## config.mk

```make
export PLATFORM = sky130hd
export DESIGN_NAME = i2c_master_byte_engine_flat
export DESIGN_NICKNAME = d
export VERILOG_FILES = /design/src/i2cmbe_pkg.sv /design/src/i2cmbe_req_if.sv /design/src/i2cmbe_rsp_if.sv /design/src/i2c_master_byte_engine.sv /design/src/i2cmbe_front.sv /design/src/i2cmbe_back.sv /design/src/flat_wrapper.sv
export SDC_FILE = /design/constraint.sdc
export NUM_CORES = 1
export LEC_CHECK = 0
export ABC_CLOCK_PERIOD_IN_PS = 4900
export BUFFER_PORTS_ARGS = -buffer_cell sky130_fd_sc_hd__buf_2
export CAP_MARGIN = 0
export CORE_AREA = 2 2 131 94
export CTS_CLUSTER_SIZE = 10
export DETAILED_ROUTE_END_ITERATION = 8
export DIE_AREA = 0 0 133 96
export GPL_ROUTABILITY_DRIVEN = 0
export PLACE_DENSITY = 0.64
export SKIP_CTS_REPAIR_TIMING = 1
export SLEW_MARGIN = 5
export SYNTH_ARGS = -nofsm -noshare
export SYNTH_HDL_FRONTEND = slang
export SYNTH_SLANG_ARGS = --single-unit
```

## constraint.sdc

```tcl
create_clock -name clock -period 4.9 [get_ports clock]
set_input_delay 0.245 -clock clock [delete_from_list [all_inputs] [get_ports clock]]
set_output_delay 0.245 -clock clock [all_outputs]
set_load 0.01 [all_outputs]
```

## src/i2cmbe_pkg.sv

```systemverilog
// ---------------------------------------------------------------------------
// I2C master byte engine package
// Shared types and constants for the tick queue and the bus sequencer.
// ---------------------------------------------------------------------------
package i2cmbe_pkg;

   // Commands carried in the mode field. Codes five to seven are ignored.
   typedef enum logic [2:0] {
      CMD_START   = 3'd0,
      CMD_STOP    = 3'd1,
      CMD_WRITE   = 3'd2,
      CMD_READ    = 3'd3,
      CMD_RECOVER = 3'd4
   } cmd_type;

   // Sequencer phases. What each phase does depends on the active command.
   typedef enum logic [3:0] {
      PH_S0   = 4'd0,
      PH_S1   = 4'd1,
      PH_S2   = 4'd2,
      PH_S3   = 4'd3,
      PH_S4   = 4'd4,
      PH_S5   = 4'd5,
      PH_S6   = 4'd6,
      PH_IDLE = 4'd15
   } phase_type;

   // Number of SCL pulses given by a bus recovery.
   localparam logic [4:0] RECOVERY_PULSES = 5'd30;

   // Reset value of the phase length register.
   localparam logic [15:0] PHASE_TICKS_RESET = 16'd100;

   // Depth of the queue between the front and the back.
   localparam int QUEUE_DEPTH = 2;
   localparam int QUEUE_PTR_W = (QUEUE_DEPTH > 1) ? $clog2(QUEUE_DEPTH) : 1;
   localparam int QUEUE_CNT_W = $clog2(QUEUE_DEPTH + 1);

   // One classified tick as it waits in the queue.
   typedef struct packed {
      logic       cmd_go;
      cmd_type    mode;
      logic [7:0] wr_data;
      logic       send_nack;
      logic       sda_in;
   } tick_type;

endpackage

```

## src/i2cmbe_req_if.sv

```systemverilog
// ---------------------------------------------------------------------------
// Tick request channel
// Valid/ready channel that carries one bus tick and its optional command.
// ---------------------------------------------------------------------------
interface i2cmbe_req_if;
   logic       valid;
   logic       ready;
   logic       cmd_valid;
   logic [2:0] mode;
   logic [7:0] wr_data;
   logic       send_nack;
   logic       sda_in;

   modport source (
      output valid, cmd_valid, mode, wr_data, send_nack, sda_in,
      input  ready
   );

   modport sink (
      input  valid, cmd_valid, mode, wr_data, send_nack, sda_in,
      output ready
   );
endinterface

```

## src/i2cmbe_rsp_if.sv

```systemverilog
// ---------------------------------------------------------------------------
// Tick response channel
// Valid/ready channel that carries the bus levels and status after one tick.
// ---------------------------------------------------------------------------
interface i2cmbe_rsp_if;
   logic       valid;
   logic       ready;
   logic       scl_level;
   logic       sda_level;
   logic       sda_drive;
   logic       busy_res;
   logic       done_res;
   logic [7:0] rd_byte;
   logic       ack_seen;

   modport source (
      output valid, scl_level, sda_level, sda_drive, busy_res, done_res,
             rd_byte, ack_seen,
      input  ready
   );

   modport sink (
      input  valid, scl_level, sda_level, sda_drive, busy_res, done_res,
             rd_byte, ack_seen,
      output ready
   );
endinterface

```

## src/i2c_master_byte_engine.sv

```systemverilog
// ---------------------------------------------------------------------------
// I2C master byte engine
// Tick-driven I2C master: start, stop, byte write, byte read, bus recovery.
// ---------------------------------------------------------------------------
// Usage:
//   req_bus carries one bus tick per transfer, with an optional command
//   (mode, wr_data, send_nack) and the sampled SDA level. rsp_bus returns one
//   transfer per tick with the SCL/SDA levels, SDA drive, busy, done, the last
//   read byte and the last write acknowledge.
//   csr_wr_en/csr_wr_data set the phase length in ticks (zero acts as one).
//   Write it only while no command is running.
// Pipeline and throughput:
//   A tick passes through the two-entry tick queue and then the sequencer's
//   result register before its response is offered.
//   One tick is taken every cycle while the queue has a free entry; the
//   sequencer updates its state once per tick.
// Reset:
//   Synchronous reset empties the queue, sets the sequencer idle with SCL and
//   SDA high and driven, and sets the phase length to 100 ticks.
// Stalls:
//   While rsp_bus is stalled the result holds and the queue fills; once it is
//   full req_bus.ready drops. No tick is lost or repeated.
// ---------------------------------------------------------------------------
module i2c_master_byte_engine
   import i2cmbe_pkg::*;
(
   input  logic             clock,
   input  logic             reset,
   input  logic             csr_wr_en,
   input  logic [15:0]      csr_wr_data,
   i2cmbe_req_if.sink       req_bus,
   i2cmbe_rsp_if.source     rsp_bus
);

   logic     q_valid;
   tick_type q_item;
   logic     q_pop;

   // Front end: accepts and classifies ticks.
   i2cmbe_front u_front (
      .clock   (clock),
      .reset   (reset),
      .req     (req_bus),
      .q_valid (q_valid),
      .q_item  (q_item),
      .q_pop   (q_pop)
   );

   // Back end: runs the bus sequencer.
   i2cmbe_back u_back (
      .clock       (clock),
      .reset       (reset),
      .csr_wr_en   (csr_wr_en),
      .csr_wr_data (csr_wr_data),
      .q_valid     (q_valid),
      .q_item      (q_item),
      .q_pop       (q_pop),
      .rsp         (rsp_bus)
   );

endmodule

```

## src/i2cmbe_front.sv

```systemverilog
// ---------------------------------------------------------------------------
// I2C master byte engine front end
// Accepts ticks, classifies the offered command and queues them for the back.
// ---------------------------------------------------------------------------
module i2cmbe_front
   import i2cmbe_pkg::*;
(
   input  logic             clock,
   input  logic             reset,
   i2cmbe_req_if.sink       req,
   output logic             q_valid,
   output tick_type         q_item,
   input  logic             q_pop
);

   tick_type                 entry_ff [QUEUE_DEPTH];
   logic [QUEUE_PTR_W-1:0]   wr_ptr_ff, wr_ptr_in;
   logic [QUEUE_PTR_W-1:0]   rd_ptr_ff, rd_ptr_in;
   logic [QUEUE_CNT_W-1:0]   count_ff, count_in;
   logic                     push;
   logic                     pop;
   tick_type                 new_item;

   // The queue takes a transfer whenever it has a free entry.
   assign req.ready = (count_ff != QUEUE_CNT_W'(QUEUE_DEPTH));
   assign push      = req.valid && req.ready;
   assign q_valid   = (count_ff != '0);
   assign pop       = q_pop && q_valid;
   assign q_item    = entry_ff[rd_ptr_ff];

   // A command only counts when it is offered and its code is known.
   always_comb begin
      new_item.cmd_go    = req.cmd_valid && (req.mode inside {[CMD_START:CMD_RECOVER]});
      new_item.mode      = cmd_type'(req.mode);
      new_item.wr_data   = req.wr_data;
      new_item.send_nack = req.send_nack;
      new_item.sda_in    = req.sda_in;
   end

   // Pointer and fill count updates.
   always_comb begin
      wr_ptr_in = wr_ptr_ff;
      rd_ptr_in = rd_ptr_ff;
      count_in  = count_ff;
      if (push) begin
         wr_ptr_in = (wr_ptr_ff == QUEUE_PTR_W'(QUEUE_DEPTH - 1)) ? '0
                     : wr_ptr_ff + QUEUE_PTR_W'(1);
      end
      if (pop) begin
         rd_ptr_in = (rd_ptr_ff == QUEUE_PTR_W'(QUEUE_DEPTH - 1)) ? '0
                     : rd_ptr_ff + QUEUE_PTR_W'(1);
      end
      if (push && !pop) begin
         count_in = count_ff + QUEUE_CNT_W'(1);
      end else if (pop && !push) begin
         count_in = count_ff - QUEUE_CNT_W'(1);
      end
   end

   always_ff @(posedge clock) begin
      if (reset) begin
         wr_ptr_ff <= '0;
         rd_ptr_ff <= '0;
         count_ff  <= '0;
      end else begin
         wr_ptr_ff <= wr_ptr_in;
         rd_ptr_ff <= rd_ptr_in;
         count_ff  <= count_in;
      end
   end

   // Queue storage holds payload only.
   always_ff @(posedge clock) begin
      if (push) begin
         entry_ff[wr_ptr_ff] <= new_item;
      end
   end

endmodule

```

## src/i2cmbe_back.sv

```systemverilog
// ---------------------------------------------------------------------------
// I2C master byte engine back end
// Runs the bus phase sequencer one queued tick at a time and holds the result.
// ---------------------------------------------------------------------------
module i2cmbe_back
   import i2cmbe_pkg::*;
(
   input  logic             clock,
   input  logic             reset,
   input  logic             csr_wr_en,
   input  logic [15:0]      csr_wr_data,
   input  logic             q_valid,
   input  tick_type         q_item,
   output logic             q_pop,
   i2cmbe_rsp_if.source     rsp
);

   phase_type    phase_ff, phase_in;
   logic [15:0]  tick_ff, tick_in;
   logic [2:0]   bit_ff, bit_in;
   logic [7:0]   shift_ff, shift_in;
   cmd_type      cmd_ff, cmd_in;
   logic [4:0]   pulse_ff, pulse_in;
   logic [2:0]   lev_ff, lev_in;       // {scl, sda, drive}
   logic         ack_ff, ack_in;
   logic [7:0]   rd_ff, rd_in;
   logic         done_ff, done_in;
   logic         rsp_valid_ff, rsp_valid_in;
   logic [15:0]  ticks_cfg_ff, ticks_cfg_in;

   logic         pop;
   logic         idle;
   logic [15:0]  limit;
   logic         tick_end;
   logic [4:0]   pulse_inc;
   logic         go_enter;
   logic         go_finish;

   // Line levels set on entry to a phase; lines not named keep their level.
   function automatic logic [2:0] line_levels(
      input cmd_type   cmd,
      input phase_type ph,
      input logic [7:0] shift,
      input logic [2:0] bit_idx,
      input logic       nack,
      input logic [2:0] cur
   );
      logic scl;
      logic sda;
      logic drv;
      scl = cur[2];
      sda = cur[1];
      drv = cur[0];
      case (cmd)
         CMD_START: begin
            case (ph)
               PH_S0:   drv = 1'b1;
               PH_S1:   sda = 1'b1;
               PH_S2:   scl = 1'b1;
               PH_S3:   sda = 1'b0;
               default: scl = 1'b0;
            endcase
         end
         CMD_STOP: begin
            case (ph)
               PH_S0: scl = 1'b0;
               PH_S1: begin
                  drv = 1'b1;
                  sda = 1'b0;
               end
               PH_S2:   scl = 1'b1;
               default: sda = 1'b1;
            endcase
         end
         CMD_WRITE, CMD_READ: begin
            case (ph)
               PH_S0, PH_S3, PH_S6: scl = 1'b0;
               PH_S2, PH_S5:        scl = 1'b1;
               PH_S1: begin
                  if (cmd == CMD_WRITE) begin
                     drv = 1'b1;
                     sda = shift[bit_idx];
                  end else begin
                     drv = 1'b0;
                  end
               end
               default: begin
                  // Acknowledge slot: released on a write, driven on a read.
                  if (cmd == CMD_WRITE) begin
                     drv = 1'b0;
                  end else begin
                     drv = 1'b1;
                     sda = nack;
                  end
               end
            endcase
         end
         default: begin
            case (ph)
               PH_S0: begin
                  drv = 1'b1;
                  scl = 1'b1;
                  sda = 1'b1;
               end
               PH_S1:   scl = 1'b0;
               default: scl = 1'b1;
            endcase
         end
      endcase
      return {scl, sda, drv};
   endfunction

   // A queued tick is taken when the result register is free or being drained.
   assign pop       = q_valid && (!rsp_valid_ff || rsp.ready);
   assign q_pop     = pop;
   assign idle      = (phase_ff == PH_IDLE);
   assign limit     = (ticks_cfg_ff == '0) ? 16'd1 : ticks_cfg_ff;
   assign tick_end  = (tick_ff >= limit);
   assign pulse_inc = pulse_ff + 5'd1;

   // Phase sequencing: next phase, and whether a phase is entered or the
   // command finishes on this tick.
   always_comb begin
      phase_in  = phase_ff;
      go_enter  = 1'b0;
      go_finish = 1'b0;
      if (pop) begin
         if (idle) begin
            if (q_item.cmd_go) begin
               phase_in = PH_S0;
               go_enter = 1'b1;
            end
         end else if (tick_end) begin
            case (cmd_ff)
               CMD_START: begin
                  if (phase_ff inside {[PH_S0:PH_S3]}) begin
                     phase_in = phase_type'(phase_ff + 4'd1);
                     go_enter = 1'b1;
                  end else begin
                     phase_in  = PH_IDLE;
                     go_finish = 1'b1;
                  end
               end
               CMD_STOP: begin
                  if (phase_ff inside {[PH_S0:PH_S2]}) begin
                     phase_in = phase_type'(phase_ff + 4'd1);
                     go_enter = 1'b1;
                  end else begin
                     phase_in  = PH_IDLE;
                     go_finish = 1'b1;
                  end
               end
               CMD_WRITE, CMD_READ: begin
                  case (phase_ff)
                     PH_S2: begin
                        phase_in = (bit_ff != '0) ? PH_S0 : PH_S3;
                        go_enter = 1'b1;
                     end
                     PH_S5: begin
                        phase_in = PH_S6;
                        go_enter = 1'b1;
                     end
                     PH_S6: begin
                        phase_in  = PH_IDLE;
                        go_finish = 1'b1;
                     end
                     default: begin
                        phase_in = phase_type'(phase_ff + 4'd1);
                        go_enter = 1'b1;
                     end
                  endcase
               end
               default: begin
                  if (phase_ff inside {PH_S0, PH_S1}) begin
                     phase_in = phase_type'(phase_ff + 4'd1);
                     go_enter = 1'b1;
                  end else if (pulse_inc < RECOVERY_PULSES) begin
                     phase_in = PH_S1;
                     go_enter = 1'b1;
                  end else begin
                     phase_in  = PH_IDLE;
                     go_finish = 1'b1;
                  end
               end
            endcase
         end
      end
   end

   // Datapath: counters, shift register, samples and line levels.
   always_comb begin
      tick_in   = tick_ff;
      bit_in    = bit_ff;
      shift_in  = shift_ff;
      cmd_in    = cmd_ff;
      pulse_in  = pulse_ff;
      lev_in    = lev_ff;
      ack_in    = ack_ff;
      rd_in     = rd_ff;
      done_in   = done_ff;
      if (pop) begin
         done_in = go_finish;
         if (idle) begin
            if (q_item.cmd_go) begin
               cmd_in   = q_item.mode;
               bit_in   = 3'd7;
               shift_in = (q_item.mode == CMD_WRITE) ? q_item.wr_data : 8'd0;
               pulse_in = (q_item.mode == CMD_READ) ? {4'd0, q_item.send_nack} : 5'd0;
            end
         end else if (tick_end) begin
            case (cmd_ff)
               CMD_WRITE, CMD_READ: begin
                  // Samples are taken at the end of the SCL high phases.
                  if (phase_ff == PH_S2) begin
                     if (cmd_ff == CMD_READ) begin
                        shift_in = {shift_ff[6:0], q_item.sda_in};
                     end
                     if (bit_ff != '0) begin
                        bit_in = bit_ff - 3'd1;
                     end
                  end
                  if (phase_ff == PH_S5 && cmd_ff == CMD_WRITE) begin
                     ack_in = q_item.sda_in;
                  end
                  if (phase_ff == PH_S6 && cmd_ff == CMD_READ) begin
                     rd_in = shift_ff;
                  end
               end
               CMD_RECOVER: begin
                  if (!(phase_ff inside {PH_S0, PH_S1})) begin
                     pulse_in = pulse_inc;
                  end
               end
               default: begin
               end
            endcase
         end
         if (go_enter) begin
            tick_in = 16'd1;
            lev_in  = line_levels(cmd_in, phase_in, shift_in, bit_in, pulse_in[0], lev_ff);
         end else if (go_finish) begin
            tick_in = 16'd0;
         end else if (!idle) begin
            tick_in = tick_ff + 16'd1;
         end
      end
   end

   // Result register handshake and configuration register.
   always_comb begin
      rsp_valid_in = rsp_valid_ff;
      if (pop) begin
         rsp_valid_in = 1'b1;
      end else if (rsp.ready) begin
         rsp_valid_in = 1'b0;
      end
      ticks_cfg_in = csr_wr_en ? csr_wr_data : ticks_cfg_ff;
   end

   always_ff @(posedge clock) begin
      if (reset) begin
         phase_ff     <= PH_IDLE;
         tick_ff      <= '0;
         bit_ff       <= '0;
         shift_ff     <= '0;
         cmd_ff       <= CMD_START;
         pulse_ff     <= '0;
         lev_ff       <= 3'b111;
         ack_ff       <= 1'b0;
         rd_ff        <= '0;
         done_ff      <= 1'b0;
         rsp_valid_ff <= 1'b0;
         ticks_cfg_ff <= PHASE_TICKS_RESET;
      end else begin
         phase_ff     <= phase_in;
         tick_ff      <= tick_in;
         bit_ff       <= bit_in;
         shift_ff     <= shift_in;
         cmd_ff       <= cmd_in;
         pulse_ff     <= pulse_in;
         lev_ff       <= lev_in;
         ack_ff       <= ack_in;
         rd_ff        <= rd_in;
         done_ff      <= done_in;
         rsp_valid_ff <= rsp_valid_in;
         ticks_cfg_ff <= ticks_cfg_in;
      end
   end

   // State only moves when a tick is taken, so it doubles as the result.
   assign rsp.valid     = rsp_valid_ff;
   assign rsp.scl_level = lev_ff[2];
   assign rsp.sda_level = lev_ff[1];
   assign rsp.sda_drive = lev_ff[0];
   assign rsp.busy_res  = !idle;
   assign rsp.done_res  = done_ff;
   assign rsp.rd_byte   = rd_ff;
   assign rsp.ack_seen  = ack_ff;

endmodule

```

## src/flat_wrapper.sv

```systemverilog
// flat-port wrapper written by rule: the top's interface ports become plain ports
module i2c_master_byte_engine_flat import i2cmbe_pkg::*;
  (clock, reset, csr_wr_en, csr_wr_data, req_bus_valid, req_bus_cmd_valid, req_bus_mode, req_bus_wr_data, req_bus_send_nack, req_bus_sda_in, req_bus_ready, rsp_bus_valid, rsp_bus_scl_level, rsp_bus_sda_level, rsp_bus_sda_drive, rsp_bus_busy_res, rsp_bus_done_res, rsp_bus_rd_byte, rsp_bus_ack_seen, rsp_bus_ready);
  i2cmbe_req_if req_bus_i ();
  i2cmbe_rsp_if rsp_bus_i ();
  input  logic clock;
  input  logic reset;
  input  logic csr_wr_en;
  input  logic [15:0] csr_wr_data;
  input wire logic [$bits(req_bus_i.valid)-1:0] req_bus_valid;
  input wire logic [$bits(req_bus_i.cmd_valid)-1:0] req_bus_cmd_valid;
  input wire logic [$bits(req_bus_i.mode)-1:0] req_bus_mode;
  input wire logic [$bits(req_bus_i.wr_data)-1:0] req_bus_wr_data;
  input wire logic [$bits(req_bus_i.send_nack)-1:0] req_bus_send_nack;
  input wire logic [$bits(req_bus_i.sda_in)-1:0] req_bus_sda_in;
  output wire logic [$bits(req_bus_i.ready)-1:0] req_bus_ready;
  output wire logic [$bits(rsp_bus_i.valid)-1:0] rsp_bus_valid;
  output wire logic [$bits(rsp_bus_i.scl_level)-1:0] rsp_bus_scl_level;
  output wire logic [$bits(rsp_bus_i.sda_level)-1:0] rsp_bus_sda_level;
  output wire logic [$bits(rsp_bus_i.sda_drive)-1:0] rsp_bus_sda_drive;
  output wire logic [$bits(rsp_bus_i.busy_res)-1:0] rsp_bus_busy_res;
  output wire logic [$bits(rsp_bus_i.done_res)-1:0] rsp_bus_done_res;
  output wire logic [$bits(rsp_bus_i.rd_byte)-1:0] rsp_bus_rd_byte;
  output wire logic [$bits(rsp_bus_i.ack_seen)-1:0] rsp_bus_ack_seen;
  input wire logic [$bits(rsp_bus_i.ready)-1:0] rsp_bus_ready;
  assign req_bus_i.valid = req_bus_valid;
  assign req_bus_i.cmd_valid = req_bus_cmd_valid;
  assign req_bus_i.mode = req_bus_mode;
  assign req_bus_i.wr_data = req_bus_wr_data;
  assign req_bus_i.send_nack = req_bus_send_nack;
  assign req_bus_i.sda_in = req_bus_sda_in;
  assign req_bus_ready = req_bus_i.ready;
  assign rsp_bus_valid = rsp_bus_i.valid;
  assign rsp_bus_scl_level = rsp_bus_i.scl_level;
  assign rsp_bus_sda_level = rsp_bus_i.sda_level;
  assign rsp_bus_sda_drive = rsp_bus_i.sda_drive;
  assign rsp_bus_busy_res = rsp_bus_i.busy_res;
  assign rsp_bus_done_res = rsp_bus_i.done_res;
  assign rsp_bus_rd_byte = rsp_bus_i.rd_byte;
  assign rsp_bus_ack_seen = rsp_bus_i.ack_seen;
  assign rsp_bus_i.ready = rsp_bus_ready;
  i2c_master_byte_engine u_core (.clock(clock), .reset(reset), .csr_wr_en(csr_wr_en), .csr_wr_data(csr_wr_data), .req_bus(req_bus_i), .rsp_bus(rsp_bus_i));
endmodule
```

Word level (Yosys, flattened, before mapping) --
Memories as Yosys holds them, arrays and structs flattened. A register that Yosys moved wholly into a read port is not among the register bits. Index checks and enable logic that the tools add are counted.
Word-level totals: bits in read-only memories 0, bits in latches 0, memories 1, bits in writable memories 28, register bits after elaboration 73, logic and storage cells 199, output and inout port bits 16, input bits 35
Operators by class: bitwise gates (word level) 1, reductions and logical operators 44, shifts and indexed selects 0, add/sub/neg operators 8, multiply operators 0, mux-type cells 87, $lt $le $gt $ge 8, divide/modulo/power cells 0, equality and inequality tests 32
Memories:
- u_core.u_front.entry_ff | depth 2, width 14, read ports 1, clocked after Yosys merged registers in 1, wr ports 1, RTL line i2cmbe_front.sv:16 | tick_type entry_ff [QUEUE_DEPTH];
Operators with widths (count):
- $mux W16 | 4
- $mux W8 | 8
- $mux W1 | 34
- $mux W4 | 8
- $mux W3 | 10
- $mux W5 | 5
- $reduce_and A5 Y1 | 5
- $pmux W4 S3 | 2
- $eq A3 B2 Y1 const B | 6
- $add A16 B1 Y16 const B | 1
- $eq A4 B3 Y1 const B | 4
- $ge A16 B16 Y1 | 1
- $logic_not A16 Y1 | 1
- $pmux W1 S2 | 8
- $eq A4 B2 Y1 const B | 3
- $ne A2 B2 Y1 const B | 6
- $pmux W1 S3 | 4
- $reduce_bool A2 Y1 | 6
- $logic_and A1 B1 Y1 | 11
- $ne A3 B1 Y1 const B | 3
- $eq A4 B1 Y1 const B | 2
- $le A4 B2 Y1 const B | 2
- $logic_not A4 Y1 | 2
- $reduce_and A8 Y1 | 1
- 29 further kinds | 43

Depth between registers and ports, before layout --
Gate-level depths: netlist (run 1).
word-level depth 12, mapped depth 15, mapped depth without buffers 15

By module --
From an unflattened synthesis (run 1), not the netlist that was laid out.
Unflattened totals: cell total of the unflattened synthesis 608, area, all modules 5570.3 um^2
By module, submodules not included:
- i2cmbe_back | area each 4322.9 um^2, times used 1, cells each 539, sequential area each 1381.3 um^2
- i2cmbe_front | area each 1247.4 um^2, times used 1, cells each 69, sequential area each 940.9 um^2

Worst setup path after synthesis (run 1) --
Ideal clock, no wire load.
kind flip-flop to flip-flop, from register u_core.u_back.ticks_cfg_ff[8], to register u_core.u_back.lev_ff[1], library setup time 72 ps, clock period less this slack 3514 ps, setup slack 1386 ps, arrival time 3442 ps, cell stages (with the launch flop) 16, required time 4828 ps, buffers on the path 0, cells stage by stage dfxtp_1 -> nor4_1 -> a41o_1 -> ha_1 -> nand2b_1 -> a2111o_1 -> a311oi_2 -> o41ai_4 -> o21ai_2 -> a2bb2oi_2 -> nor4b_4 -> inv_1 -> ha_1 -> a31o_1 -> nor3_1 -> mux2i_1
Between the ends: longest elaborated chain between the ends 11, elaborated cells on any way between the ends 40, those cells by class 1 x order compare; 10 x eq/ne; 23 x mux; 6 x reduce/logical
Ends and longest elaborated chain:
- start: declaration | RTL line i2cmbe_back.sv:29 | logic [15:0] ticks_cfg_ff, ticks_cfg_in;
- start signal: assignment | RTL line i2cmbe_back.sv:286 | ticks_cfg_ff <= ticks_cfg_in;
- $logic_not A16 Y1 | RTL line i2cmbe_back.sv:117 | assign limit = (ticks_cfg_ff == '0) ? 16'd1 : ticks_cfg_ff;
- $mux W16 * | RTL line i2cmbe_back.sv:117
- $ge A16 B16 Y1 * | RTL line i2cmbe_back.sv:118 | assign tick_end = (tick_ff >= limit);
- $mux W8 or $mux W3 (tied branches) | RTL line i2cmbe_back.sv:210 | end else if (tick_end) begin
- $mux W8 or $mux W3 (tied branches) | RTL line i2cmbe_back.sv:203 | if (idle) begin
- $mux W8 or $mux W3 (tied branches) | RTL line i2cmbe_back.sv:201 | if (pop) begin
- $bmux W1 S3 | RTL line i2cmbe_back.sv:82 | sda = shift[bit_idx];
- $mux W1 (implied by the code) | RTL line i2cmbe_back.sv:82
- $mux W1 | RTL line i2cmbe_back.sv:80 | if (cmd == CMD_WRITE) begin
- $pmux W1 S2 | RTL line i2cmbe_back.sv:76 | case (ph)
- $pmux W1 S3 | RTL line i2cmbe_back.sv:54 | case (cmd)
- end signal: assignment | RTL line i2cmbe_back.sv:281 | lev_ff <= lev_in;
- end: declaration | RTL line i2cmbe_back.sv:24 | logic [2:0] lev_ff, lev_in;
Every way passes the cells marked *; elsewhere a longest branch is shown, timed or not. The select of a mux whose other input is x is not followed. A chain may end at the register's enable or synchronous reset.

Worst setup path in the final report (run 1) --
from register u_core.u_back.ticks_cfg_ff[1], to register u_core.u_back.lev_ff[1]
The elaborated chain is that of the path after synthesis.

==> impl.org, run 1 <==
** STA
- Between clock sinks in the finished design, the worst skew comes to 0.0103 ns.
- Worst Slack Setup Final :: 0.820 ns
- Setup violations remaining at the end of the flow were counted as 0.
- The final max-slew violation count is 0.
- The clock period could shrink to 4.08 ns.
- After routing, the total negative slack on setup checks comes to 0 ns.
- Part of the cycle the worst path needs :: 0.833
- Hold slack :: 0.0836 ns
- Measured against its own limit, the worst slew margin works out to 0.246.
- Based on the critical path, the design can be clocked at up to 245 MHz.
- Setup repair after global routing left no endpoint under its margin.
- Transition at the pin with the smallest max-transition slack :: 1.13 ns
- The hold violation total from the final report is 0.

** Die
- The region available for standard cell placement spans 11500 µm².
- Initial core utilization :: 0.491
- Standard-cell row count :: 33
- Top Ports :: 51
- Width of the chip :: 133 µm
- The die covers 12800 µm².
- Measured along the y axis, the die boundary spans 96 µm.

** Logic synthesis
- By area the synthesized netlist is led by sky130_fd_sc_hd__dfxtp_1, sky130_fd_sc_hd__edfxtp_1, sky130_fd_sc_hd__mux2i_1, sky130_fd_sc_hd__ha_1, sky130_fd_sc_hd__nor2_1.
- Synth warn :: 0
- Async set or reset register ratio after synthesis :: 0
- The largest total area in the synthesized netlist belongs to sky130_fd_sc_hd__dfxtp_1.
- Of the post-synthesis cell area, the dominant cell type holds 0.262.
- FF+latch count, synth :: 102
- Among all flip-flop cells after synthesis, the most frequent one is sky130_fd_sc_hd__dfxtp_1.
- The post-synthesis compound-gate area fraction came to 0.181.
- Proportion of synthesized chip area in sequential cells :: 0.411
- Yosys mapped a number of flops with a built-in enable equal to 28.
- Library cells used by synthesis :: 81
- Syn Std Cell Area :: 5650 µm²
- Of the total synthesized cell area, the portion taken by XOR and XNOR cells is 0.0294.
- The number of nets handed over by synthesis was 672.
- Adder and majority gate portion of the synthesized area :: 0.0598
- Measured against the total synthesized area, the mux share comes to 0.0795.
- Most repeated cell in the gate-level netlist after synthesis :: sky130_fd_sc_hd__nor2_1
- Of the total synthesized cell area, the portion taken by AND, OR, NAND and NOR gates is 0.198.
- Instance count of the mapped netlist :: 610
- Dominant combinational cell family by area after synthesis :: simple AND/OR/NAND/NOR gates
- Commonest cells post-synth :: sky130_fd_sc_hd__nor2_1, sky130_fd_sc_hd__dfxtp_1, sky130_fd_sc_hd__nand2_1, sky130_fd_sc_hd__mux2i_1, sky130_fd_sc_hd__a21oi_1
- Averaged over all synthesized cells, the footprint is 9.27 µm².

** Power
- Power density normalized to cell area :: 582 nW/µm²
- Static leakage power :: 2.51 nW
- IR analysis of the VDD net gives a maximum drop of 0.330 mV.

** Setup path
- In this run the worst setup path terminates at u_core.u_back.lev_ff[1]$_SDFFE_PP1P_.
- Reg2reg end :: u_core.u_back.lev_ff[1]$_SDFFE_PP1P_
- Data required time of the worst path :: 5.18 ns
- Logic depth of the worst register-to-register path :: 16
- Arrival time at the worst endpoint :: 4.36 ns
- R2r setup slk :: 0.82 ns
- Path type of the worst setup path :: reg2reg
- In this run the critical register-to-register path is launched from u_core.u_back.ticks_cfg_ff[1]$_SDFFE_PP0P_.
- Critical-path maximum fanout :: 10
- The worst setup path is launched from a flop.
- Sort of element at the end of the critical path :: flop
- In this run the worst setup path begins at u_core.u_back.ticks_cfg_ff[1]$_SDFFE_PP0P_.

** GRT
- The via count of the first global-routing pass is 4196.
- The number of antenna violations at the first check in global routing came to 0.
- Entering global routing, the biggest net connects 56 pins.
- The global routing stage identified its most utilized layer as met2.
- In the global route stage, met1 resource usage came out at 0.316.
- Leftover overflow at the end of global routing :: 0
- For met2 alone, demand over resource in global routing was 0.316.
- Global-route wire length before repair :: 21300 µm
- Overall Global Routing Usage :: 0.213
- M3 GR Usage :: 0.0453

** Placed design
- HPWL after detailed placement :: 9880 µm
- After detailed placement, the total cell area comes to 6050 µm².
- I/O Buffers :: 50
- Worst Setup Slack post-DPL :: 0.866 ns

** Finish
- Of the cells placed in the final design, the portion with a size suffix greater than 1 is 0.166.
- Summing all multi-input logic gate instances after layout gives 3100 µm².
- The sequential cells in the finished layout cover a total of 2320 µm².
- Antenna diode count :: 0
- The finished cells cover 6340 µm².
- The area growth from synthesis to layout is 12.2%.
- Layout Nets :: 715
- The layout has 1044 filler cells.

** Drt
- Final routed wire length divided by cell count :: 16.1 µm
- After detailed routing, the total wire length is 13200 µm.
- The count of nets left with antenna violations once routing finished came out at 0.
- Total iterations of the first detailed-routing run :: 5
- The final route contains 4601 vias.
- First DRT Iteration DRCs :: 325
- DR vias/cell :: 5.65
- For this run, design rule violations remaining after detail routing come to 0.

** Status
- Status :: finished clean

** CTS
- In this run the number of H-tree levels came out at 3.
- In this run, CTS created clock tree buffers numbering 9.
- At the later pin of the worst-skew pair, clock insertion delay measures 0.35 ns.
- Clock-pin slew on the worst setup and hold paths :: 0.08 ns
- CTS root buf :: sky130_fd_sc_hd__clkbuf_16
- TritonCTS built the clock tree.
- The longest clock path from root to sink contains 2 buffers.
- The clock net in this run drives a total of 102 sinks.

** Hold path
- Type of the tightest min-delay check :: in2reg

** Run
- Max-capacitance violation count :: 0
==> where the power goes <==
group | leakage [nW] | switching [W] | total, W | internal (W)
registers | 0.865 | 0.000158 | 0.00117 | 0.00101
clock network | 0.143 | 0.000347 | 0.000707 | 0.000360
logic | 1.50 | 0.00112 | 0.00181 | 0.000689
==> logic make-up (layout without fill, tap and decap cells) <==
family,count (synthesis),in the layout
mux,44,44
xor+xnor,19,19
buf+inv,58,106
fa+ha+maj,27,27
flops,102,102
compound gates,133,133
simple gates,227,227
==> critical path, stage by stage (launching register included) <==
cell                        delay (ns)
sky130_fd_sc_hd__dfxtp_1          0.33
sky130_fd_sc_hd__nor4_1           0.31
sky130_fd_sc_hd__a41o_1           0.22
sky130_fd_sc_hd__ha_1             0.22
sky130_fd_sc_hd__nand2b_1         0.14
sky130_fd_sc_hd__a2111o_1         0.42
sky130_fd_sc_hd__a311oi_2         0.28
sky130_fd_sc_hd__o41ai_4          0.17
sky130_fd_sc_hd__buf_4            0.23
sky130_fd_sc_hd__o21ai_2          0.28
sky130_fd_sc_hd__a2bb2oi_2        0.14
sky130_fd_sc_hd__nor4b_4          0.32
sky130_fd_sc_hd__inv_1            0.11
sky130_fd_sc_hd__ha_1             0.21
sky130_fd_sc_hd__a31o_1           0.18
sky130_fd_sc_hd__nor3_1           0.24
sky130_fd_sc_hd__mux2i_1          0.21
==> how the worst min path moves through the flow <==
stage	end	depth (start not counted)	start
4_1_cts	u_core.u_front.entry_ff[1][0]$_DFFE_PP_	1	req_bus_sda_in
5_1_grt	u_core.u_front.entry_ff[1][2]$_DFFE_PP_	1	req_bus_wr_data[0]
3_5_place_dp	u_core.u_front.entry_ff[1][2]$_DFFE_PP_	1	req_bus_wr_data[0]
3_3_place_gp	u_core.u_front.entry_ff[1][5]$_DFFE_PP_	1	req_bus_wr_data[3]
6_report	u_core.u_front.entry_ff[1][7]$_DFFE_PP_	1	req_bus_wr_data[5]
2_1_floorplan	u_core.u_front.entry_ff[0][0]$_DFFE_PP_	0	req_bus_sda_in
==> placed cells by master, fill, tap and decap left out, drive strengths merged, types with 4 or more instances in the layout <==
cell    instances
a21oi          34
a221oi          4
a22oi           4
and2            4
and3            9
buf            57
clkbuf          9
dfxtp          74
edfxtp         28
ha             27
inv            36
mux2            4
mux2i          40
nand2          62
nand2b          8
nand3          14
nand4           9
nor2           84
nor2b           6
nor3           10
nor4            5
o211ai          8
o21a            4
o21ai          35
o221ai          5
or3             7
xnor2           6
xor2           13
==> flip-flops by register name, indices dropped and copies added (netlist names), 2 cells and up, named ones only <==
| register | count |
|---|---|
| u_core.u_front.entry_ff | 28 |
| u_core.u_back.tick_ff | 16 |
| u_core.u_back.ticks_cfg_ff | 16 |
| u_core.u_back.rsp.rd_byte | 8 |
| u_core.u_back.shift_ff | 8 |
| u_core.u_back.pulse_ff | 5 |
| u_core.u_back.phase_ff | 4 |
| u_core.u_back.bit_ff | 3 |
| u_core.u_back.cmd_ff | 3 |
| u_core.u_back.lev_ff | 3 |
| u_core.u_front.count_ff | 2 |
==> layout make-up <==
class / count / area share
clock buffer: 9 / 0.0355
clock inverter: 7 / 0.0114
inverter: 33 / 0.0195
multi-input combinational: 450 / 0.489
sequential: 102 / 0.366
tap: 157 / 0.0310
timing repair buffer: 57 / 0.0477
==> through the flow <==
step,std cells,util,total power [W]
after floorplan,610,-,0.00253
after global placement,799,0.525,0.00294
after detailed placement,799,0.525,0.00297
after CTS,815,0.551,0.00368
after global routing,815,0.551,0.00395
final,815,0.551,0.00369
==> layer usage <==
metal,share of wire,routed length (µm),vias to the layer above
met5,0,0,-
met4,0.0096,126,0
met3,0.057,746,9
met2,0.41,5450,120
met1,0.52,6830,2201
li1,-,-,2271
Note: power is estimated with default switching activity, not from simulation.
==> inputs of run 2 (changes only) <==
Settings changed: ABC_CLOCK_PERIOD_IN_PS 4900 to 4090.
Clock period 4.9 ns to 4.09 ns, I/O delays scaled along.
==> impl.org, run 2 (synthesized netlist as in run 1, its figures left out) <==
** GRT
- In the global route stage, overall resource usage came out at 0.213.
- Maximum number of pins on one net before global-route repair :: 55
- Global-route wire length before repair :: 21400 µm
- Via count of the first global-routing pass :: 4205
- After global routing the overflow that remains totals 0.
- The number of antenna violations at the first check in global routing came to 0.

** STA
- Final Max Slew Viols :: 0
- Timing would allow up to 256 MHz.
- Part of the cycle the worst path needs :: 0.956
- The hold violation total from the final report was 0.
- In the final timing run, aggregate negative setup slack is 0 ns.
- Worst Slack Setup Final :: 0.180 ns
- In this run the tightest slew margin relative to its limit is 0.205.
- Total setup violations reported at the end of the flow :: 0
- Worst setup skew after layout :: 0.00975 ns
- Post-route minimum period :: 3.91 ns
- Transition at the pin with the smallest max-transition slack :: 1.19 ns

** CTS
- Count of H-tree levels built during CTS :: 3
- Clock tree from TritonCTS :: built
- Clock latency reported for the late side of the worst-skew pair :: 0.35 ns
- CTS root buf :: sky130_fd_sc_hd__clkbuf_16
- TritonCTS Buffers :: 9
- In this run the deepest clock path goes through 2 buffers.
- Clock-pin slew on the worst setup and hold paths :: 0.07 ns
- CTS Sinks :: 102

** Finish
- At the end of the flow the core is filled with cells to 0.562.
- Leaving out fill and tap cells, the most frequent cells in the layout are sky130_fd_sc_hd__nor2_1, sky130_fd_sc_hd__dfxtp_1, sky130_fd_sc_hd__nand2_1.
- Layout Nets :: 729
- The largest registers in the layout are u_core.u_front.entry_ff: 28 flops, u_core.u_back.tick_ff: 16 flops, u_core.u_back.ticks_cfg_ff: 16 flops.
- Sequential cell area :: 2320 µm²
- Top register by number of flip-flops :: u_core.u_front.entry_ff
- The library cell used most frequently in the layout, excluding fill and tap cells, is sky130_fd_sc_hd__nor2_1.
- Share of layout cells above drive strength 1 :: 0.186
- Compared with the post-synthesis result, the final layout area differs by 14.6%.
- Multi-input gate area in the final layout :: 3150 µm²
- The repair_antennas step left the layout with diodes totalling 0.
- The register with the most flip-flops in the layout has 28 of them.
- Fillers :: 1011

** Drt
- The routed design has 13500 µm of wire.
- Total number of vias :: 4670
- The detailed router finished its first iteration with 429 violations.
- Met3 Routed Length :: 848 µm
- DR WL met2 :: 5800 µm
- Met1 routed wirelength after detailed routing :: 6760 µm
- In this run the top signal layer used is met4.
- Total iterations of the first detailed-routing run :: 6
- After detailed routing, the average wire length per cell comes to 16.3 µm.
- DR vias/cell :: 5.63
- Remaining DRCs :: 0
- Number of nets with antenna violations after routing :: 0

** Die
- Height of the chip :: 96 µm
- Initial core utilization :: 0.491
- The floorplan has 33 rows.
- Core ar. :: 11500 µm²
- Area of the die :: 12800 µm²
- Width of the chip :: 133 µm
- 51 I/O pins were placed.

** Hold path
- Terminating pin of the worst hold path :: u_core.u_front.entry_ff[1][3]$_DFFE_PP_
- The min-delay analysis places its worst path in the category in2reg.
- Along the worst hold path, the cell count comes to 1.
- Startpoint of the lowest-slack hold path :: req_bus_wr_data[1]

** Power
- Relative contribution of the clock network to total power :: 0.183
- Across the VDD grid, the largest voltage drop is 0.450 mV.
- Summed over all nets, the switching power comes to 0.00198 W.
- Cell-internal power :: 0.00254 W
- Of the total power, the share spent switching nets is 0.438.
- Power density normalized to cell area :: 698 nW/µm²
- The share of total power dissipated in combinational logic is 0.513.
- Static leakage power :: 2.58 nW
- The share of total power dissipated in sequential elements is 0.304.

** Placed design
- I/O Buffers :: 50
- Worst Setup Slack post-DPL :: 0.0694 ns
- HPWL after detailed placement :: 10000 µm

** Setup path
- Together, buffers and inverters on the worst path number 2.
- Worst path max stage delay :: 0.45 ns
- List of cells traversed by the critical path :: nor4_2 > a41o_1 > ha_1 > nand2b_1 > a2111o_1 > a311oi_4 > o41ai_4 > o21ai_2 > buf_4 > a2bb2oi_4 > buf_4 > o221a_1 > o21bai_2 > o21ai_2 > or3_1 > a21o_1
- R2r setup slk :: 0.18 ns
- The worst setup path is launched from a flop.
- For the worst setup path, the data required time is 4.33 ns.
- Measured in cells, the most critical reg-to-reg path has a length of 16.
- The worst setup path is of the reg2reg kind.
- Among all stages on the critical path, the largest delay is contributed by sky130_fd_sc_hd__a2111o_1.
- In this run the critical register-to-register path is launched from u_core.u_back.ticks_cfg_ff[8]$_SDFFE_PP0P_.
- STA classifies the critical path endpoint as a flop.
- In this run the worst path has a maximum fanout of 5.
- Reg2reg end :: u_core.u_back.lev_ff[0]$_SDFFE_PP1P_
- Arrival time at the worst endpoint :: 4.15 ns
- The kind of cell with the highest combined delay along the critical path is compound AO/OA/AOI/OAI gates.

** Status
- The flow ran to the end, and the final reports show no timing, DRC or antenna violations.

** Run
- The tool flagged a number of max-cap violations equal to 0.
-- run 2: changes by cell type in the layout (fill, tap and decap cells not counted) --
cell / change
sky130_fd_sc_hd__o41ai_2: +1
sky130_fd_sc_hd__a311oi_4: +1
sky130_fd_sc_hd__buf_4: +13
sky130_fd_sc_hd__nor4_2: +2
sky130_fd_sc_hd__clkinv_4: -1
sky130_fd_sc_hd__nor4_1: -2
sky130_fd_sc_hd__clkinv_8: -1
sky130_fd_sc_hd__nor3_2: +1
sky130_fd_sc_hd__inv_8: +1
sky130_fd_sc_hd__nor3_1: -1
sky130_fd_sc_hd__clkbuf_1: +1
sky130_fd_sc_hd__a311oi_2: -1
-- run 2: routing by layer --
layer / global-route usage / vias to the layer above
met4: 0.0430 / 0
met3: 0.0395 / 11
met1: 0.323 / 2184
met5: 0 / -
met2: 0.317 / 167
li1: - / 2308
-- run 2: how the worst max path moves through the flow --
| stage | from | to | slack (ns) | cells past startpoint |
|---|---|---|---|---|
| final | u_core.u_back.ticks_cfg_ff[8]$_SDFFE_PP0P_ | u_core.u_back.lev_ff[0]$_SDFFE_PP1P_ | 0.18 | 16 |
| after global routing | u_core.u_back.ticks_cfg_ff[9]$_SDFFE_PP0P_ | u_core.u_back.lev_ff[1]$_SDFFE_PP1P_ | -0.004 | 16 |
| after CTS | u_core.u_back.ticks_cfg_ff[1]$_SDFFE_PP0P_ | u_core.u_back.lev_ff[1]$_SDFFE_PP1P_ | 0.03 | 15 |
| after detailed placement | u_core.u_back.ticks_cfg_ff[8]$_SDFFE_PP0P_ | u_core.u_back.lev_ff[1]$_SDFFE_PP1P_ | 0.07 | 15 |
| after global placement | u_core.u_back.ticks_cfg_ff[1]$_SDFFE_PP0P_ | u_core.u_back.lev_ff[1]$_SDFFE_PP1P_ | 0.22 | 15 |
| after floorplan | u_core.u_back.ticks_cfg_ff[8]$_SDFFE_PP0P_ | u_core.u_back.lev_ff[1]$_SDFFE_PP1P_ | 0.58 | 15 |
-- run 2: final cells by class --
cell class / instances / share of cell area
Clock buffer: 10 / 0.0354
Multi-Input combinational cell: 451 / 0.486
Inverter: 33 / 0.0191
Tap cell: 157 / 0.0303
Sequential cell: 102 / 0.359
Timing Repair Buffer: 70 / 0.0618
Clock inverter: 6 / 0.00908
-- run 2: worst register-to-register path, cell delays in order, from the launching register on --
cell                        delay [ns]
sky130_fd_sc_hd__dfxtp_1          0.34
sky130_fd_sc_hd__nor4_2           0.28
sky130_fd_sc_hd__a41o_1           0.22
sky130_fd_sc_hd__ha_1             0.22
sky130_fd_sc_hd__nand2b_1         0.14
sky130_fd_sc_hd__a2111o_1         0.45
sky130_fd_sc_hd__a311oi_4         0.34
sky130_fd_sc_hd__o41ai_4          0.17
sky130_fd_sc_hd__o21ai_2          0.22
sky130_fd_sc_hd__buf_4            0.17
sky130_fd_sc_hd__a2bb2oi_4        0.07
sky130_fd_sc_hd__buf_4            0.14
sky130_fd_sc_hd__o221a_1          0.26
sky130_fd_sc_hd__o21bai_2         0.21
sky130_fd_sc_hd__o21ai_2          0.11
sky130_fd_sc_hd__or3_1            0.32
sky130_fd_sc_hd__a21o_1           0.16
-- run 2: per-stage QoR --
stage	total power [W]	hold WS (ns)	instance area (µm²)	cells
finish	0.00452	0.0425	6480	829
detailed placement	0.00358	0.397	6080	803
CTS	0.00442	0.0309	6360	819
global placement	0.00357	0.392	6080	803
floorplan	0.00303	0.303	5650	610
global route	0.00483	0.0202	6480	829
-- run 2: power by group through the flow --
| stage | clock network [W] | registers (W) | logic [W] |
|---|---|---|---|
| 3_5_place_dp | 0 | 0.00139 | 0.00219 |
| 2_1_floorplan | 0 | 0.00135 | 0.00168 |
| 6_report | 0.000828 | 0.00138 | 0.00232 |
| 4_1_cts | 0.000844 | 0.00137 | 0.00221 |
| 5_1_grt | 0.000894 | 0.00139 | 0.00254 |
| 3_3_place_gp | 0 | 0.00139 | 0.00218 |
==> inputs of run 3 (changes only) <==
==> constraint.sdc (replaced) <==
create_clock -name clock -period 4.09 [get_ports clock]
set_input_delay 0.818 -clock clock [delete_from_list [all_inputs] [get_ports clock]]
set_output_delay 0.818 -clock clock [all_outputs]
set_load 0.01 [all_outputs]
==> impl.org, run 3 (synthesized netlist as in run 1, its figures left out) <==
** Status
- Status :: finished clean

** CTS
- CTS Sinks :: 102
- Buffers inserted during clock tree synthesis total 9.
- CTS built an H-tree with a depth of 3.
- The clock reaches the later pin of the worst-skew pair after 0.35 ns.
- CTS root buf :: sky130_fd_sc_hd__clkbuf_16
- Clock-pin slew was measured on the worst setup and hold paths at 0.07 ns.
- TritonCTS built the clock tree.
- The clock passes through at most 2 buffers.

** Finish
- After the flow finishes, the layout carries non-filler instances totaling 829.
- In the layout the commonest cells are sky130_fd_sc_hd__nor2_1, sky130_fd_sc_hd__dfxtp_1, sky130_fd_sc_hd__nand2_1.
- Most common cell after layout, fill and taps aside :: sky130_fd_sc_hd__nor2_1
- The register with the most flip-flops in the layout has 28 of them.
- Layout Area Growth over Synthesis :: 14.9%
- Of the cells placed in the final design, the portion with a size suffix greater than 1 is 0.189.
- The largest registers in the layout are u_core.u_front.entry_ff: 28 flops, u_core.u_back.tick_ff: 16 flops, u_core.u_back.ticks_cfg_ff: 16 flops.
- Top register by number of flip-flops :: u_core.u_front.entry_ff
- Layout Nets :: 729
- With fillers left out, the area of the finished cells amounts to 6490 µm².
- The repair_antennas step left the layout with diodes totalling 0.

** Die
- Core ar. :: 11500 µm²
- Top Ports :: 51
- For this configuration, the core starts out at a cell density of 0.491.
- Height of the chip :: 96 µm
- Width of the chip :: 133 µm
- After floorplanning, the core was divided into 33 placement rows.
- Area of the die :: 12800 µm²

** Power
- Tot Pwr :: 0.00451 W
- For this design the ratio of total power to cell area is 694 nW/µm².
- Across the VDD grid, the largest voltage drop is 0.337 mV.
- Static leakage power :: 2.59 nW

** Drt
- Dividing the detail-routed wire length by the instance count gives 16.3 µm.
- In this run, the number of DRC markers left after iteration 0 of detailed routing was 387.
- Total iterations of the first detailed-routing run :: 5
- After detailed routing, the total wire length is 13500 µm.
- Number of nets with antenna violations after routing :: 0
- Total number of vias :: 4684
- After detailed routing, the number of remaining DRC violations is 0.
- After detailed routing, the number of vias per cell comes to 5.65.

** Setup path
- In this design, the stage delay of the slowest critical-path cell is 0.45 ns.
- Data required time of the worst path :: 4.37 ns
- The worst setup path is launched from a flop.
- Most frequent cell on the critical path :: sky130_fd_sc_hd__ha_1
- Critical path's slowest cell :: sky130_fd_sc_hd__a2111o_1
- For the worst flop-to-flop path, the logic depth is 16.
- The critical path goes through nor4_2 > a41o_1 > ha_1 > nand2b_1 > a2111o_1 > a311oi_4 > o41ai_4 > buf_4 > nand2_2 > a221oi_4 > nor4b_4 > inv_1 > ha_1 > a31o_1 > nor3_2 > mux2i_1.
- STA classifies the critical path endpoint as a flop.
- Of all nets on the critical path, the largest fanout is 7.
- Path type of the worst setup path :: reg2reg
- At the worst endpoint, the arrival time is 4.24 ns.

** STA
- In this run the tightest slew margin relative to its limit is 0.274.
- Part of the cycle the worst path needs :: 0.966
- Setup violations remaining at the end of the flow were counted as 0.
- For the finished layout, the period the worst path requires is 3.95 ns.
- Hold slack :: 0.473 ns
- Endpoints failing hold :: 0
- Transition at the pin with the smallest max-transition slack :: 1.08 ns
- Timing would allow up to 253 MHz.
- Worst setup skew after layout :: 0.00577 ns
- The final max-slew violation count came to 0.
- In the post-route analysis, the smallest setup slack over all paths is 0.139 ns.

** Placed design
- Summing all placed instances gives a cell area of 6100 µm².
- I/O Buffers :: 50
- Instance count after placement with tap cells included :: 806
- Worst Setup Slack post-DPL :: 0.0698 ns
- Once detailed placement completed, the half-perimeter wirelength came to 10100 µm.

** Run
- Max-capacitance violation count :: 0

** Hold path
- The worst hold path passes through 2 cells.
- Type of the tightest min-delay check :: reg2reg

** GRT
- For this run the aggregate overflow at the end of global routing stands at 0.
- In the global route stage, overall resource usage came out at 0.214.
- Initial antenna violation count :: 0
- The via count of the first global-routing pass was 4193.
- Global-route wire length before repair :: 21400 µm
- Maximum number of pins on one net before global-route repair :: 55
-- run 3: final cells by class --
cell class / instances / area, µm²
Clock buffer: 9 / 225
Clock inverter: 7 / 73.8
Fill cell: 1006 / 5030
Inverter: 33 / 124
Multi-Input combinational cell: 451 / 3150
Sequential cell: 102 / 2320
Tap cell: 157 / 196
Timing Repair Buffer: 70 / 400
-- run 3: worst paths after layout --
check	start	to	slack (ns)
setup / recovery	u_core.u_back.ticks_cfg_ff[7]$_SDFFE_PP0P_	u_core.u_back.lev_ff[1]$_SDFFE_PP1P_	0.14
hold / removal	u_core.u_back.bit_ff[1]$_SDFFE_PP0P_	u_core.u_back.bit_ff[1]$_SDFFE_PP0P_	0.47
setup reg to reg	u_core.u_back.ticks_cfg_ff[7]$_SDFFE_PP0P_	u_core.u_back.lev_ff[1]$_SDFFE_PP1P_	0.14
hold reg to reg	u_core.u_back.bit_ff[1]$_SDFFE_PP0P_	u_core.u_back.bit_ff[1]$_SDFFE_PP0P_	0.47
-- run 3: stage by stage --
| stage | utilization | setup TNS [ns] |
|---|---|---|
| after floorplan | - | 0 |
| after global placement | 0.529 | 0 |
| after detailed placement | 0.529 | 0 |
| after CTS | 0.555 | 0 |
| after global routing | 0.564 | -0.00323 |
| final | 0.564 | 0 |
-- run 3: where the power goes --
group | internal (W) | switching [W] | leakage, nW
Combinational | 0.000877 | 0.00140 | 1.58
Clock | 0.000432 | 0.000413 | 0.147
Sequential | 0.00121 | 0.000175 | 0.865
-- run 3: worst max-delay path: cells and delay by family, from the launching register on --
kind	cells	cell delay, ns
flops	1	0.34
buf+inv	2	0.29
simple gates	5	1.12
mux	1	0.19
fa+ha+maj	2	0.43
compound gates	6	1.50
-- run 3: per-layer routing --
layer,track usage,part of all wire,wire [µm],vias up
li1,-,-,-,2306
met5,0,0,0,-
met1,0.323,0.51,6820,2206
met3,0.0432,0.066,897,12
met2,0.313,0.42,5640,160
met4,0.0502,0.011,149,0
